$ cat config.mk
export PLATFORM = sky130hd
export DESIGN_NAME = iq_block_power_dbm_meter
export DESIGN_NICKNAME = d
export VERILOG_FILES = /design/src/rtl/iqpm_pkg.sv /design/src/rtl/iq_block_power_dbm_meter.sv /design/src/rtl/iqpm_ctrl.sv /design/src/rtl/iqpm_dp.sv
export VERILOG_INCLUDE_DIRS = /design/src /design/src/rtl
export SDC_FILE = /design/constraint.sdc
export NUM_CORES = 2
export LEC_CHECK = 0
export ABC_CLOCK_PERIOD_IN_PS = 23900
export BUFFER_PORTS_ARGS = -buffer_cell sky130_fd_sc_hd__buf_2
export CORE_ASPECT_RATIO = 1.1
export CORE_MARGIN = 2
export CORE_UTILIZATION = 30
export CTS_CLUSTER_SIZE = 40
export DETAILED_ROUTE_END_ITERATION = 10
export HOLD_SLACK_MARGIN = 0.06
export PLACE_DENSITY = 0.47
export SYNTH_ARGS = -nofsm -noshare
export SYNTH_HDL_FRONTEND = slang
export SYNTH_HIERARCHICAL = 1
export SYNTH_SLANG_ARGS = --single-unit
$ cat constraint.sdc
create_clock -name clock -period 23.9 [get_ports clock]
set_input_delay 4.78 -clock clock [delete_from_list [all_inputs] [get_ports clock]]
set_output_delay 4.78 -clock clock [all_outputs]
set_load 0.02 [all_outputs]
$ cat src/rtl/iq_block_power_dbm_meter_assert.svh
// assertion macros for the iq block power meter
// no dependencies; included by the modules that carry assertions
`ifndef IQ_BLOCK_POWER_DBM_METER_ASSERT_SVH
`define IQ_BLOCK_POWER_DBM_METER_ASSERT_SVH
`ifndef SYNTHESIS
`define IQPM_ASSERT_PROP(lbl, prop) lbl: assert property (@(posedge clock) disable iff (reset) \
   prop) else $error("iqpm property failed");
`define IQPM_ASSERT_ALWAYS(lbl, expr) lbl: assert property (@(posedge clock) disable iff (reset) \
   (expr)) else $error("iqpm invariant failed");
`else
`define IQPM_ASSERT_PROP(lbl, prop)
`define IQPM_ASSERT_ALWAYS(lbl, expr)
`endif
`endif

$ cat src/rtl/iqpm_pkg.sv
// package for the iq block power meter: constants, fsm state type, command/status structs
// no dependencies
package iqpm_pkg;

   localparam int MAX_SAMPLES_DEF = 65536;
   localparam int FRAC_BITS       = 24;
   localparam int MANT_W          = 31;
   localparam logic [29:0] FULL_SCALE_SQ = 30'd1073676289;
   localparam logic signed [26:0] TEN_LOG10_2_Q24 = 27'sd50504453;
   localparam logic signed [63:0] POWER_MIN = -64'sd140000;
   localparam logic signed [63:0] POWER_MAX = 64'sd110000;
   localparam int CSR_DATA_W  = 9;
   localparam int RSP_DATA_W  = 40;

   typedef enum logic {
      CSR_FULL_SCALE = 1'b0,
      CSR_GAIN       = 1'b1
   } csr_index_type;

   typedef enum logic [3:0] {
      ST_ACC,
      ST_PROD,
      ST_CHK,
      ST_LOAD,
      ST_NORM,
      ST_SQ,
      ST_RED,
      ST_STORE,
      ST_SCALE,
      ST_FIN
   } state_type;

   typedef struct packed {
      logic accept;
      logic prod;
      logic load_x;
      logic sel;
      logic norm;
      logic sq;
      logic red;
      logic store;
      logic scale;
      logic out_load;
   } cmd_type;

   typedef struct packed {
      logic sum_zero;
      logic msb;
      logic out_free;
   } status_type;

endpackage

$ cat src/rtl/iq_block_power_dbm_meter.sv
// top level of the iq block power meter: controller plus datapath
// depends on iqpm_pkg, iqpm_ctrl, iqpm_dp
//
// usage:
// - req channel takes one signed 16-bit i or q sample per word in req_tdata,
//   req_tlast marks the final sample of a measurement block
// - samples are accepted one per cycle while a block accumulates
// - after the last sample the block computes the level: product and zero check, then two
//   log2 passes of (load + normalize shift + square/reduce steps + store), then scale
//   and output load; a zero sum goes straight to the output load; the normalize shift
//   depends on the operand size; req_tready is low then
// - both passes share the log2 unit (one squaring multiplier, one fraction bit per
//   square/reduce step)
// - rsp carries one word per block: power in 1/256 dBm, zero-power and overflow
//   flags and the sample count; it sits in an output register, so the next block
//   is accepted while the result waits
// - if rsp is stalled when the next result is done, the block waits for it
// - csr channel writes full_scale_dbm (index 0) or total_gain_db (index 1),
//   always ready; write only while idle
// - synchronous reset clears accumulators, the csr registers, the fsm state and the output valid
module iq_block_power_dbm_meter #(
   parameter int MAX_SAMPLES = iqpm_pkg::MAX_SAMPLES_DEF
) (
   input  logic                            clock,
   input  logic                            reset,
   input  logic                            req_tvalid,
   output logic                            req_tready,
   input  logic [15:0]                     req_tdata,   // sample[15:0]
   input  logic                            req_tlast,
   output logic                            rsp_tvalid,
   input  logic                            rsp_tready,
   // power_q8[18:0], zero_power[19], overflow[20], sample_count[37:21], zero pad
   output logic [iqpm_pkg::RSP_DATA_W-1:0] rsp_tdata,
   input  logic                            csr_valid,
   output logic                            csr_ready,
   input  logic                            csr_index,
   input  logic [iqpm_pkg::CSR_DATA_W-1:0] csr_data
);
   import iqpm_pkg::*;

   cmd_type    cmd;
   status_type status;

   assign csr_ready = 1'b1;

   iqpm_ctrl u_ctrl (
      .clock      (clock),
      .reset      (reset),
      .req_tvalid (req_tvalid),
      .req_tlast  (req_tlast),
      .req_tready (req_tready),
      .status     (status),
      .cmd        (cmd)
   );

   iqpm_dp #(
      .MAX_SAMPLES (MAX_SAMPLES)
   ) u_dp (
      .clock      (clock),
      .reset      (reset),
      .req_tdata  (req_tdata),
      .csr_valid  (csr_valid & csr_ready),
      .csr_index  (csr_index),
      .csr_data   (csr_data),
      .rsp_tvalid (rsp_tvalid),
      .rsp_tready (rsp_tready),
      .rsp_tdata  (rsp_tdata),
      .cmd        (cmd),
      .status     (status)
   );

endmodule

$ cat src/rtl/iqpm_ctrl.sv
// controller fsm for the iq block power meter
// depends on iqpm_pkg and iq_block_power_dbm_meter_assert.svh
`include "iq_block_power_dbm_meter_assert.svh"
module iqpm_ctrl (
   input  logic                 clock,
   input  logic                 reset,
   input  logic                 req_tvalid,
   input  logic                 req_tlast,
   output logic                 req_tready,
   input  iqpm_pkg::status_type status,
   output iqpm_pkg::cmd_type    cmd
);
   import iqpm_pkg::*;

   state_type  state_ff, state_in;
   logic       pass_ff, pass_in;
   logic [4:0] bit_ff, bit_in;

   always_ff @(posedge clock) begin
      if (reset) begin
         state_ff <= ST_ACC;
         pass_ff  <= 1'b0;
         bit_ff   <= '0;
      end else begin
         state_ff <= state_in;
         pass_ff  <= pass_in;
         bit_ff   <= bit_in;
      end
   end

   always_comb begin
      state_in = state_ff;
      pass_in  = pass_ff;
      bit_in   = bit_ff;
      unique case (state_ff)
         ST_ACC: begin
            if (req_tvalid && req_tlast) state_in = ST_PROD;
         end
         ST_PROD: state_in = ST_CHK;
         ST_CHK: begin
            pass_in  = 1'b0;
            state_in = status.sum_zero ? ST_FIN : ST_LOAD;
         end
         ST_LOAD: state_in = ST_NORM;
         ST_NORM: begin
            bit_in = '0;
            if (status.msb) state_in = ST_SQ;
         end
         ST_SQ: state_in = ST_RED;
         ST_RED: begin
            bit_in = bit_ff + 5'd1;
            if (bit_ff == 5'(FRAC_BITS - 1)) state_in = ST_STORE;
            else state_in = ST_SQ;
         end
         ST_STORE: begin
            if (!pass_ff) begin
               pass_in  = 1'b1;
               state_in = ST_LOAD;
            end else begin
               state_in = ST_SCALE;
            end
         end
         ST_SCALE: state_in = ST_FIN;
         ST_FIN: begin
            if (status.out_free) state_in = ST_ACC;
         end
         default: state_in = ST_ACC;
      endcase
   end

   always_comb begin
      cmd        = '0;
      cmd.sel    = pass_ff;
      req_tready = 1'b0;
      unique case (state_ff)
         ST_ACC: begin
            req_tready = 1'b1;
            cmd.accept = req_tvalid;
         end
         ST_PROD:  cmd.prod = 1'b1;
         ST_CHK:   cmd.prod = 1'b0;
         ST_LOAD:  cmd.load_x = 1'b1;
         ST_NORM:  cmd.norm = 1'b1;
         ST_SQ:    cmd.sq = 1'b1;
         ST_RED:   cmd.red = 1'b1;
         ST_STORE: cmd.store = 1'b1;
         ST_SCALE: cmd.scale = 1'b1;
         ST_FIN:   cmd.out_load = status.out_free;
         default:  cmd = '0;
      endcase
   end

   `IQPM_ASSERT_ALWAYS(a_bit_range, bit_ff <= 5'(FRAC_BITS))
   `IQPM_ASSERT_PROP(a_last_stops, (req_tvalid && req_tready && req_tlast) |=> !req_tready)

endmodule

$ cat src/rtl/iqpm_dp.sv
// datapath for the iq block power meter: accumulators, shared log2 unit, scaling, result register
// depends on iqpm_pkg and iq_block_power_dbm_meter_assert.svh
`include "iq_block_power_dbm_meter_assert.svh"
module iqpm_dp #(
   parameter int MAX_SAMPLES = iqpm_pkg::MAX_SAMPLES_DEF
) (
   input  logic                                  clock,
   input  logic                                  reset,
   input  logic [15:0]                           req_tdata,
   input  logic                                  csr_valid,
   input  logic                                  csr_index,
   input  logic [iqpm_pkg::CSR_DATA_W-1:0]       csr_data,
   output logic                                  rsp_tvalid,
   input  logic                                  rsp_tready,
   output logic [iqpm_pkg::RSP_DATA_W-1:0]       rsp_tdata,
   input  iqpm_pkg::cmd_type                     cmd,
   output iqpm_pkg::status_type                  status
);
   import iqpm_pkg::*;

   localparam int CNT_W = $clog2(MAX_SAMPLES + 1);
   localparam int W     = CNT_W + 30;
   localparam int PW    = $clog2(W);
   localparam int LGW   = PW + FRAC_BITS;
   localparam int DW    = LGW + 1;
   localparam int MW    = DW + 27;

   logic signed [8:0]  fs_ff, gain_ff;
   logic [30:0]        sq_ff;
   logic               sqv_ff;
   logic [W-1:0]       sum_ff;
   logic [CNT_W-1:0]   cnt_ff;
   logic               ovf_ff;
   logic [W-1:0]       prod_ff;
   logic [W-1:0]       x_ff;
   logic [PW-1:0]      p_ff;
   logic [MANT_W-1:0]  m_ff;
   logic [61:0]        msq_ff;
   logic [FRAC_BITS-1:0] frac_ff;
   logic [LGW-1:0]     ls_ff;
   logic signed [DW-1:0] d_ff;
   logic signed [MW-1:0] mul_ff;
   logic               vld_ff;
   logic [RSP_DATA_W-1:0] data_ff;

   logic signed [31:0] sq_full;
   logic [LGW-1:0]     lg;
   logic [31:0]        t;
   logic signed [9:0]  diff;
   logic signed [63:0] v;
   logic signed [63:0] pw;
   logic signed [18:0] power;
   logic [CNT_W+16:0]  cnt_ext;
   logic               zero;

   assign sq_full = $signed(req_tdata) * $signed(req_tdata);
   assign lg      = {p_ff, frac_ff};
   assign t       = msq_ff[61:30];
   assign diff    = 10'(fs_ff) - 10'(gain_ff);
   assign v       = 64'(mul_ff) + (64'(diff) <<< 48);
   assign pw      = (v + 64'sd549755813888) >>> 40;
   assign zero    = (sum_ff == '0);
   assign cnt_ext = (CNT_W + 17)'(cnt_ff);

   always_comb begin
      if (zero || pw < POWER_MIN) power = 19'(POWER_MIN);
      else if (pw > POWER_MAX) power = 19'(POWER_MAX);
      else power = pw[18:0];
   end

   always_ff @(posedge clock) begin
      if (reset) begin
         fs_ff   <= '0;
         gain_ff <= '0;
      end else if (csr_valid) begin
         if (csr_index == CSR_FULL_SCALE) fs_ff <= $signed(csr_data);
         else gain_ff <= $signed(csr_data);
      end
   end

   always_ff @(posedge clock) begin
      if (reset) begin
         sqv_ff <= 1'b0;
         sum_ff <= '0;
         cnt_ff <= '0;
         ovf_ff <= 1'b0;
      end else if (cmd.out_load) begin
         sqv_ff <= 1'b0;
         sum_ff <= '0;
         cnt_ff <= '0;
         ovf_ff <= 1'b0;
      end else begin
         sqv_ff <= 1'b0;
         if (sqv_ff) sum_ff <= sum_ff + W'(sq_ff);
         if (cmd.accept) begin
            if (cnt_ff < CNT_W'(MAX_SAMPLES)) begin
               sqv_ff <= 1'b1;
               cnt_ff <= cnt_ff + CNT_W'(1);
            end else begin
               ovf_ff <= 1'b1;
            end
         end
      end
   end

   always_ff @(posedge clock) begin
      if (cmd.accept) sq_ff <= sq_full[30:0];
      if (cmd.prod) prod_ff <= W'(cnt_ff) * W'(FULL_SCALE_SQ);
      if (cmd.load_x) begin
         x_ff <= cmd.sel ? prod_ff : sum_ff;
         p_ff <= PW'(W - 1);
      end else if (cmd.norm) begin
         if (x_ff[W-1]) begin
            m_ff    <= x_ff[W-1 -: MANT_W];
            frac_ff <= '0;
         end else begin
            x_ff <= {x_ff[W-2:0], 1'b0};
            p_ff <= p_ff - PW'(1);
         end
      end
      if (cmd.sq) msq_ff <= m_ff * m_ff;
      if (cmd.red) begin
         if (t[31]) begin
            m_ff    <= t[31:1];
            frac_ff <= {frac_ff[FRAC_BITS-2:0], 1'b1};
         end else begin
            m_ff    <= t[30:0];
            frac_ff <= {frac_ff[FRAC_BITS-2:0], 1'b0};
         end
      end
      if (cmd.store) begin
         if (!cmd.sel) ls_ff <= lg;
         else d_ff <= $signed({1'b0, ls_ff}) - $signed({1'b0, lg});
      end
      if (cmd.scale) mul_ff <= MW'(d_ff) * MW'(TEN_LOG10_2_Q24);
   end

   // result register
   always_ff @(posedge clock) begin
      if (reset) vld_ff <= 1'b0;
      else if (cmd.out_load) vld_ff <= 1'b1;
      else if (rsp_tready) vld_ff <= 1'b0;
   end

   always_ff @(posedge clock) begin
      if (cmd.out_load) data_ff <= {2'b00, cnt_ext[16:0], ovf_ff, zero, power};
   end

   assign rsp_tvalid      = vld_ff;
   assign rsp_tdata       = data_ff;
   assign status.sum_zero = zero;
   assign status.msb      = x_ff[W-1];
   assign status.out_free = !vld_ff || rsp_tready;

   `IQPM_ASSERT_ALWAYS(a_cnt_cap, cnt_ff <= CNT_W'(MAX_SAMPLES))
   `IQPM_ASSERT_PROP(a_ovf_full, ovf_ff |-> (cnt_ff == CNT_W'(MAX_SAMPLES)))

endmodule

==> run metrics <==
Rows=187; unrepaired setup endpoints after global routing=false; CP endpoint kind=flip-flop; WP buf/inv=6; fraction of registers with async set or reset after synthesis=0; fin worst setup slack=12.47 ns; filler cell count=24.4k; most common cell after layout, fill and taps aside=inv_1; worst path arrival time=11.85 ns; initial DRC count=1900; status=completed; Max-Cap Viols=0; Clock Tree Root=clkbuf_16; synth unique cells=90; die height=514 um; final setup violation count=0; Hold WC Path Type=reg -> reg; Clock transition at path regs=0.06 ns; first-pass GRT wire length=290 mm; synth warn=6; CTS buffer count=53; Synth Register Bits=430; Worst-Margin Slew=1.13 ns; Starting Density=0.301; Final Cycle Share=0.478; Setup crit start kind=input pin; DP Worst Slack=11.64 ns; slew margin rel.=0.239; clock buffer depth=3; CP top delay family=adder cells; most area-hungry cell type in the Yosys netlist=fa_1; Mapped Cells=7072; Synth top area share=0.361; Synth area leaders=fa_1, ha_1, edfxtp_1; Post-Route WL=180 mm; setup TNS=0 ns; antenna violations before repair=5; nets@finish=9225; critical setup path kind=in -> reg; CP cell instances=buf_2 -> inv_1 -> nor2_1 -> fa_1 -> inv_1 -> fa_1 -> inv_1 -> fa_1 -> fa_1 -> inv_1 -> fa_1 -> inv_1 -> fa_1 -> ha_1 -> nand2_1 -> o21ai_0 -> a2111oi_0 -> o31ai_1 -> o21ai_1 -> a311oi_1 -> and4_1 -> a2111oi_0 -> a21oi_1 -> xnor2_1; number of H-tree levels=2; # clock sinks=430; mean post-synth cell area=10.0 sq um; CORE AREA=235000 sq um; DR pass1 iterations=7; fmax=87.5 MHz; Clock Skews=0.0681 ns; Area Growth Syn to Fin=8.18%; final hold viol count=0; post_cts resized=0; vias in the first global route=51.8k; share of layout cells above drive strength 1=0.0459; Post-synth EDFFs=329; Clock Latency Late Sink=0.68 ns; total die area=240000 sq um; largest net degree at the start of global routing=90; CP max FO=14; grt ovf=0; GRT Total Usage=0.154; CP max stage delay=0.66 ns; detail-routed via count per cell=4.51; GP Congestion=0.864; Port Buffers=71; Final Critical Period=11.43 ns; Wirelength per Cell=17.6 um; most frequent cells in the layout=inv_1, fa_1, ha_1, nand2_1, edfxtp_1; hold bufs inserted after CTS=0; hpwl dp=147 mm; Crit path required time=24.32 ns; Crit-path slowest cell=a2111oi_0; # IOs=75; Final Max Slew Viols=0; Routed Antenna Nets=0; vias after detailed routing=46.1k; # Post-CTS Setup Buffers=0; most used cell along the critical path=fa_1; Cell Area, Synth=70900 sq um; most common flop cell mapped by yosys=edfxtp_1; Die X=468 um; CTS tree=yes; Post-route DRC=0; ANT cells=0; sequential fraction of the synthesis area=0.168
==> kinds of logic after synthesis <==
group                      count (synthesis)  share of synthesized area
and+or+nand+nor                         1380                     0.0952
xor gates and xnor gates                 262                     0.0324
adders and majority gates               2134                      0.512
buffers and inverters                   2004                      0.107
AOI/OAI and AO/OA                        751                     0.0692
other                                      2                   0.000106
DFF                                      430                      0.168
muxes                                    109                     0.0162
==> stage by stage <==
step	hold WS, ns	utilization	std cells	area [sq um]
6_report	0.447	0.326	10200	76700
5_1_grt	0.461	0.326	10200	76700
4_1_cts	0.441	0.326	10200	76700
3_5_place_dp	0.431	0.318	10100	74800
3_3_place_gp	0.422	0.318	10100	74800
2_1_floorplan	0.409	-	7073	70900
==> final timing paths <==
check                           depth (start not counted)         endpoint  slack [ns]              from
worst min register to register                          0   u_dp/ls_ff[23]        0.45  u_dp/frac_ff[23]
worst max register to register                         25  u_dp/msq_ff[55]       14.22     u_dp/m_ff[15]
worst max-delay path                                   24   u_dp/sq_ff[30]       12.47      req_tdata[4]
worst min-delay path                                    0   u_dp/ls_ff[23]        0.45  u_dp/frac_ff[23]
==> layer usage <==
layer,up-vias,global-route usage,share of wire
li1,22000,-,-
met1,23400,0.193,0.43
met2,599,0.281,0.52
met3,193,0.0130,0.026
met4,2,0.0384,0.027
met5,-,0,0.000072
==> flip-flops by register name, indices dropped and copies added, names as in the netlist, 5 cells and up <==
| signal | count |
|---|---|
| u_dp/d_ff | 31 |
| u_dp/fs_ff | 9 |
| u_dp/m_ff | 31 |
| u_dp/sum_ff | 47 |
| u_dp/frac_ff | 24 |
| u_dp/p_ff | 6 |
| u_dp/gain_ff | 9 |
| u_dp/ls_ff | 30 |
| u_dp/x_ff | 47 |
| u_dp/sq_ff | 30 |
| u_ctrl/bit_ff | 5 |
| u_dp/msq_ff | 32 |
| u_dp/prod_ff | 47 |
| u_dp/cnt_ff | 17 |
| u_dp/mul_ff | 19 |
| u_dp/rsp_tdata | 38 |
==> cells in the mapped netlist, drive strengths merged, types with 15 or more instances <==
cell and count:
and2 297, o21a 25, fa 1279, inv 1808
a21o 95, a21oi 253, nor2b 39, and3 33
a211oi 43, a22o 45, xor2 88, mux2i 62
nand3 69, o21bai 26, mux2 47, xnor2 174
ha 855, edfxtp 329, or2 20, nor2 279
nor4 15, nor3 47, clkbuf 164, dfxtp 101
nand4 27, buf 30, o21ai 124, a31oi 17
nand2b 48, or3 20, nand2 458
==> final cells by class <==
cell class / instances / area, sq um / area share
clock buffer: 65 / 1470 / 0.0191
clock inverter: 35 / 398 / 0.00519
inverter: 1810 / 6790 / 0.0886
multi-input combinational: 4639 / 51500 / 0.671
sequential: 430 / 11900 / 0.155
tap: 3118 / 3900 / 0.0509
timing repair buffer: 125 / 761 / 0.00992
Power is not shown: default switching activity piles up to over one toggle a cycle in this logic, so the estimate is an artifact.
